===== src/hdl/mbc1_pkg.sv =====
`default_nettype none

package mbc1_pkg;

  localparam int RAM_BYTES_DEF = 32768;
  // full cartridge RAM offset: 2-bit bank and 13-bit offset in the bank
  localparam int RAM_IDX_W     = 15;
  localparam int ROM_ADDR_W    = 21;
  localparam int CFG_W         = 8;

  typedef logic [0:0] cfg_idx_t;
  localparam cfg_idx_t REG_ROM_BANKS = 1'd0;
  localparam cfg_idx_t REG_RAM_BANKS = 1'd1;

  localparam logic CMD_READ  = 1'b0;
  localparam logic CMD_WRITE = 1'b1;

  typedef struct packed {
    logic                 we;
    logic                 re;
    logic [RAM_IDX_W-1:0] idx;
    logic [7:0]           wdata;
  } ram_req_t;

  typedef struct packed {
    logic                  use_ram;
    logic [7:0]            read_data;
    logic                  from_rom;
    logic [ROM_ADDR_W-1:0] rom_address;
    logic                  unsupported;
  } result_t;

endpackage

`default_nettype wire


===== src/hdl/mbc1_regs.sv =====
`default_nettype none

module mbc1_regs (
  input  wire                         clk,
  input  wire                         rst,
  input  wire                         cfg_we,
  input  mbc1_pkg::cfg_idx_t          cfg_index,
  input  wire [mbc1_pkg::CFG_W-1:0]   cfg_data,
  input  wire                         acc,
  input  wire                         cmd,
  input  wire [15:0]                  address,
  input  wire [7:0]                   write_data,
  output mbc1_pkg::ram_req_t          ram_req,
  output mbc1_pkg::result_t           result
);
  import mbc1_pkg::*;

  // address[15:13] regions
  localparam logic [2:0] RGN_RAM_EN = 3'd0;
  localparam logic [2:0] RGN_LOW    = 3'd1;
  localparam logic [2:0] RGN_UPPER  = 3'd2;
  localparam logic [2:0] RGN_MODE   = 3'd3;
  localparam logic [2:0] RGN_CRAM   = 3'd5;

  logic [7:0] rom_bank_count;
  logic [2:0] ram_bank_count;
  logic       ram_enabled, ram_enabled_next;
  logic [4:0] low_bank, low_bank_next;
  logic [1:0] upper_bank, upper_bank_next;
  logic       advanced_mode, advanced_mode_next;

  logic       has_ram, ram_multi, ram_over2, rom_big, upper_rom;
  logic [1:0] rom_hi;
  logic [1:0] ram_bank;
  logic [4:0] low_sel, low_mask;
  logic [1:0] upper_sel;

  assign has_ram   = ram_bank_count != 3'd0;
  assign ram_multi = ram_bank_count >= 3'd2;
  assign ram_over2 = ram_bank_count >= 3'd3;
  assign rom_big   = rom_bank_count > 8'd32;
  assign upper_rom = advanced_mode && rom_big;
  assign rom_hi    = upper_rom ? upper_bank : 2'd0;
  assign ram_bank  = (advanced_mode && !rom_big) ? upper_bank : 2'd0;

  always_comb begin
    if (rom_bank_count <= 8'd2)       low_mask = 5'h01;
    else if (rom_bank_count <= 8'd4)  low_mask = 5'h03;
    else if (rom_bank_count <= 8'd8)  low_mask = 5'h07;
    else if (rom_bank_count <= 8'd16) low_mask = 5'h0F;
    else                              low_mask = 5'h1F;
    low_sel = (write_data[4:0] == 5'd0) ? 5'd1 : write_data[4:0];
    low_sel = low_sel & low_mask;

    upper_sel = write_data[1:0];
    if (rom_big) begin
      if (rom_bank_count <= 8'd64) upper_sel[1] = 1'b0;
    end else if (!ram_multi) begin
      upper_sel = 2'd0;
    end else if (!ram_over2) begin
      upper_sel[1] = 1'b0;
    end
  end

  always_comb begin
    ram_enabled_next   = ram_enabled;
    low_bank_next      = low_bank;
    upper_bank_next    = upper_bank;
    advanced_mode_next = advanced_mode;

    ram_req.we    = 1'b0;
    ram_req.re    = 1'b0;
    ram_req.idx   = {ram_bank, address[12:0]};
    ram_req.wdata = write_data;

    result = '0;

    if (cmd == CMD_READ) begin
      if (!address[15]) begin
        result.from_rom    = 1'b1;
        result.rom_address = address[14] ? {rom_hi, low_bank, address[13:0]}
                                         : {rom_hi, 5'd0, address[13:0]};
      end else if (address[15:13] == RGN_CRAM && has_ram) begin
        result.use_ram   = ram_enabled;
        result.read_data = 8'hFF;
        ram_req.re       = acc && ram_enabled;
      end else begin
        result.read_data   = 8'hFF;
        result.unsupported = 1'b1;
      end
    end else begin
      case (address[15:13])
        RGN_RAM_EN: begin
          if (has_ram) ram_enabled_next = write_data[3:0] == 4'hA;
          else         result.unsupported = 1'b1;
        end
        RGN_LOW:   low_bank_next = low_sel;
        RGN_UPPER: upper_bank_next = upper_sel;
        RGN_MODE: begin
          if (rom_big || ram_multi) advanced_mode_next = write_data[0];
        end
        RGN_CRAM: begin
          if (has_ram) ram_req.we = acc && ram_enabled;
          else         result.unsupported = 1'b1;
        end
        default: result.unsupported = 1'b1;
      endcase
    end
  end

  always_ff @(posedge clk) begin
    if (rst) begin
      rom_bank_count <= 8'd2;
      ram_bank_count <= 3'd0;
      ram_enabled    <= 1'b0;
      low_bank       <= 5'd1;
      upper_bank     <= 2'd0;
      advanced_mode  <= 1'b0;
    end else begin
      if (cfg_we) begin
        case (cfg_index)
          REG_ROM_BANKS: rom_bank_count <= cfg_data;
          REG_RAM_BANKS: ram_bank_count <= cfg_data[2:0];
          default: ;
        endcase
      end
      if (acc) begin
        ram_enabled   <= ram_enabled_next;
        low_bank      <= low_bank_next;
        upper_bank    <= upper_bank_next;
        advanced_mode <= advanced_mode_next;
      end
    end
  end

endmodule

`default_nettype wire


===== config.mk =====
export PLATFORM = sky130hd
export DESIGN_NAME = mbc1_regs
export DESIGN_NICKNAME = d
export VERILOG_FILES = /design/src/hdl/mbc1_pkg.sv /design/src/hdl/mbc1_regs.sv
export SDC_FILE = /design/constraint.sdc
export NUM_CORES = 1
export LEC_CHECK = 0
export BUFFER_PORTS_ARGS = -buffer_cell sky130_fd_sc_hd__buf_2
export CORE_ASPECT_RATIO = 1.5
export CORE_MARGIN = 3
export CORE_UTILIZATION = 37
export DETAILED_ROUTE_END_ITERATION = 10
export HOLD_SLACK_MARGIN = 0.08
export MAX_ROUTING_LAYER = met4
export PLACE_DENSITY = 0.85
export SLEW_MARGIN = 20
export SYNTH_ARGS = -nofsm -noshare
export SYNTH_HDL_FRONTEND = slang
export SYNTH_SLANG_ARGS = --single-unit

===== constraint.sdc =====
create_clock -name clk -period 1.4 [get_ports clk]
set_clock_uncertainty 0.15 [all_clocks]
set_input_delay 0.07 -clock clk [delete_from_list [all_inputs] [get_ports clk]]
set_output_delay 0.07 -clock clk [all_outputs]
set_load 0.05 [all_outputs]

Word-level counts from Yosys, hierarchy flattened. Index checks and enable logic that the tools add are counted.

Input port bits: 38. Word-level logic and storage cells: 67. Register bits: 20. Output and inout bits: 57.

Reductions and logical operators: 17. $lt $le $gt $ge: 8. Bitwise gates (word level): 2. Mux-type cells: 29. Eq/ne operators: 5.

Operator list (count): 2-to-1 mux 31 bit (1); 2-to-1 mux 5 bit (5); 2-to-1 mux 22 bit (1); 2-to-1 mux 19 bit (1); 2-to-1 mux 1 bit (17); 2-to-1 mux 9 bit (1); greater-than comparator 8 x 6 -> 1 bit, second input constant (1); less-or-equal comparator 8 x 2 -> 1 bit, second input constant (1); less-or-equal comparator 8 x 3 -> 1 bit, second input constant (1); less-or-equal comparator 8 x 4 -> 1 bit, second input constant (1); less-or-equal comparator 8 x 5 -> 1 bit, second input constant (1); less-or-equal comparator 8 x 7 -> 1 bit, second input constant (1); AND reduction 4 bit (2); == test 3 x 2 -> 1 bit, second input constant (2); >= comparator 3 x 2 -> 1 bit, second input constant (2); AND reduction 3 bit (2); bitwise AND 5 bit (1); logical NOT 5 bit (1); == test 4 bit, second input constant (1); logical AND 1 bit (4); 2-to-1 mux 2 bit (2); AND reduction 2 bit (2); == test 3 x 1 -> 1 bit, second input constant (1); == test 3 bit, second input constant (1); other kinds (8) (8).

Depth between registers and ports, before layout.
Depth after elaboration: 6. Gate-level depth with buffers: 5. Gate-level depth less buffers: 4.

Worst setup path after synthesis. Ideal clock, no wire load.

Kind: reg2out. Start: register rom_bank_count[3]. End: output port result[20] (netlist bit). Data required time: 1180 ps. Slack: -1960 ps. Stages on the path, launching flop included: 4. Arrival time: 3140 ps. Buffers on the path: 0. Cell sequence: dfxtp_1 -> nor2_1 -> a21o_1 -> a2111oi_0.

RTL lines: start: declaration (RTL line mbc1_regs.sv:25) `logic [7:0] rom_bank_count;`; start signal: assignment (RTL line mbc1_regs.sv:122) `REG_ROM_BANKS: rom_bank_count <= cfg_data;`; end: declaration (RTL line mbc1_regs.sv:14) `output mbc1_pkg::result_t result`.

==> impl_summary.txt <==
----------------------------------------------------
[Clock tree]
  Clock buffers created by TritonCTS ... 3
  Clock Tree Buf Depth ... 2
  Root cell of the clock tree ... clkbuf_8
  CTS tree ... done
  H-tree depth reported by CTS ... 1
  Clock network latency to the later pin of the worst-skew pair ... 260 ps
  Clock transition at path regs ... 70 ps
  Total number of clock tree sinks ... 20

[Yosys]
  Leading post-synthesis cells by cell area ... dfxtp_1 29%, buf_4 15%, and2_1 8.5%
  Summed instance area of the synthesized netlist ... 1390 µm²
  Predominant post-synthesis flop cell ... dfxtp_1
  Share of the synthesized area in the top cell type ... 28.7%
  Cell type with the largest total area after synthesis ... dfxtp_1
  Gate Count Post-Synth ... 186
  Number of flops mapped to enable cells by yosys ... 0
  Post-synthesis register bit count ... 20
  Proportion of synthesized flip-flops having asynchronous set or reset ... 0%
  YS warnings ... 0
  Unique cell type count in the Yosys netlist ... 40
  Mapped Avg Cell Area ... 7.49 µm²
  Mapped Nets ... 224
  Sequential cell area fraction in the yosys report ... 28.7%

[Floorplanning]
  Cell row count ... 26
  Chip Height ... 81.2 µm
  Die footprint ... 4550 µm²
  Horizontal die dimension ... 56.1 µm
  I/O pin total ... 95
  Floorplan Core Area ... 3510 µm²
  Effective utilization at floorplan ... 39.7%

[Status]
  Run status ... complete, but fails checks
  Violated checks ... setup timing

[Pwr]
  Reported leakage power ... 1.17 nW
  Power density relative to cell area ... 676 nW/µm²
  Worst IR drop on VDD ... 0.000604 V

[Global route]
  Global-route wire length before repair ... 7.56 mm
  Most utilized layer in the global route result ... met2
  Leftover overflow at the end of global routing ... 0
  Vias in the first global route ... 1730
  Met1 Track Usage GR ... 17.9%
  Met3 track demand over resource in global routing ... 3.50%
  Met2 capacity usage during global routing ... 46.1%
  Pin count of the biggest net entering global routing ... 16
  Overall global routing resource usage ... 21.6%
  Antenna violations before repair ... 0

[STA]
  Final-layout worst hold slack ... 114 ps
  Minimum clock period ... 1780 ps
  Final setup viols ... 13
  Transition time at the pin with the least slew margin ... 501 ps
  Final setup TNS ... -2560 ps
  Final Max Slew Viols ... 0
  Smallest setup slack after layout ... -375 ps
  Final clock period utilization by the worst path ... 127%
  Maximum frequency from static timing analysis ... 0.563 GHz
  Final hold vios ... 0
  Unrepaired setup endpoints after global routing ... true
  Relative slew slack ... 66.5%

[Setup path]
  Kind of end point of the critical path ... primary output
  Type of the worst setup path ... reg -> out
  Worst path arrival time ... 1560 ps
  Critical Path Source Type ... flop
  FF-to-FF Start ... rom_bank_count[1]
  Data required, critical path ... 1180 ps
  Number of cells on the worst reg-to-reg path ... 5
  Worst-path fanout max ... 3
  Worst setup slack for register-to-register paths ... -190 ps
  Reg2reg end ... low_bank[4]

[Placement]
  Last weighted congestion value of the routability-driven placer ... 0.821
  Placed wire-length estimate ... 3.29 mm
  Port Buf Inserts ... 88

[Detailed routing]
  Detailed-route DRC error count ... 0
  WL final ... 5.51 mm
  Post-detailed-route wirelength per cell ... 16.0 µm
  Initial DRT Pass Iterations ... 4
  Via count normalized by instance count ... 5.27
  DRT antenna net count ... 0
  Violation count after the first detailed-route iteration ... 97
  Via count ... 1814

[Min path]
  Hold path start ... rst
  Depth of the worst hold-timing path ... 3
  Classification of the worst-slack hold path ... in -> reg
  Hold Crit Endpoint ... low_bank[2]

[Final layout]
  Layout cell share with drive strength beyond 1 ... 57.9%
  Post-layout nets ... 342
  Area overhead of the layout relative to synthesis ... 82.2%
  Number of inserted diodes ... 0
  Number of fill cells ... 251

[Job]
  Count of max-cap constraint violations ... 0

----------------------------------------------------
-- repair_timing --
action                                 in CTS  in global routing
gates resized for setup                    31                 25
hold buffers                               24                  2
setup endpoints to repair                  11                 24
pin swaps                                   9                 10
endpoints found under the hold margin      22                  2
setup buffers                               3                  5
-- metrics by stage --
stage               utilization (%)  cell area (µm²)  setup slack (ps)  std cells  total power, W
global placement               57.0             2000              -126        311         0.00118
global route                   72.3             2540              -423        344         0.00178
floorplan                         -             1520              -195        186         0.00106
finish                         72.3             2540              -375        344         0.00172
detailed placement             57.0             2000              -152        311         0.00119
CTS                            68.7             2410              -353        341         0.00165
-- worst max-delay path by stage --
stage / startpoint / to / slack, ps / depth (start not counted)
6_report: rom_bank_count[1] / ram_req[21] / -380 / 7
5_1_grt: rom_bank_count[5] / result[21] / -420 / 5
4_1_cts: rom_bank_count[3] / result[20] / -350 / 5
3_5_place_dp: rom_bank_count[2] / result[20] / -150 / 5
3_3_place_gp: rom_bank_count[0] / low_bank[4] / -130 / 5
2_1_floorplan: rom_bank_count[0] / result[20] / -200 / 3
-- logic make-up (layout without fill, tap and decap cells) --
family / after synthesis / in the layout / synth area share (%)
buffers and inverters: 41 / 157 / 19.2
multiplexers: 3 / 3 / 2.15
flip-flops: 20 / 20 / 28.7
AO/OA/AOI/OAI: 34 / 34 / 16.0
AND/OR/NAND/NOR: 88 / 88 / 33.9
-- sequential cells by signal, summed over array words and instances (netlist names) --
name,cells
ram_bank_count,3
ram_enabled,1
upper_bank,2
advanced_mode,1
rom_bank_count,8
low_bank,5
-- final cells by class --
cell class,instances,area [µm²],share of cell area (%)
well taps,42,52.6,2.07
clock buffers,3,41.3,1.63
inverters,6,22.5,0.887
multi-input cells,125,952,37.5
repair buffers,148,1050,41.5
flip-flops and latches,20,418,16.5
-- cell usage in the layout, fill, tap and decap left out, types with 9 or more instances in the layout --
| master | synthesis | final |
|---|---|---|
| buf_2 | 0 | 80 |
| buf_4 | 28 | 27 |
| nand2_1 | 27 | 26 |
| dlygate4sd3_1 | 0 | 23 |
| a21oi_1 | 16 | 15 |
| buf_6 | 1 | 14 |
| and2_1 | 19 | 10 |
| dfxtp_1 | 20 | 10 |
| and2_2 | 0 | 9 |
-- synth_stat cells (all sizes together) (2+ instances only) --
library cell	count
a2111oi	3
a211o	2
a21oi	16
a31oi	2
and2	19
buf	30
clkbuf	5
dfxtp	20
inv	6
mux2i	3
nand2	27
nand2b	4
nand3	7
nand3b	2
nor2	12
nor3	4
nor4	2
nor4b	2
o21ai	4
or3	2
-- worst max-delay path, stage by stage, from the launching register on --
cell and delay [ps]:
dfxtp_4 360, nor3_4 200, a21o_1 200, buf_4 130, buf_6 80, nand2_4 50
nor2_4 110, buf_8 150
-- report_power, final --
part	switching, W	total [W]	internal (W)
logic	0.000471	0.000741	0.000270
registers	0.0000178	0.000605	0.000587
clock network	0.000180	0.000372	0.000192
-- per-layer routing --
| metal | wire length [µm] | vias up |
|---|---|---|
| met2 | 3050 | 131 |
| met3 | 539 | 28 |
| li1 | - | 842 |
| met5 | 0 | - |
| met4 | 205 | 0 |
| met1 | 1720 | 813 |
Power figures use the tool's default switching activity.
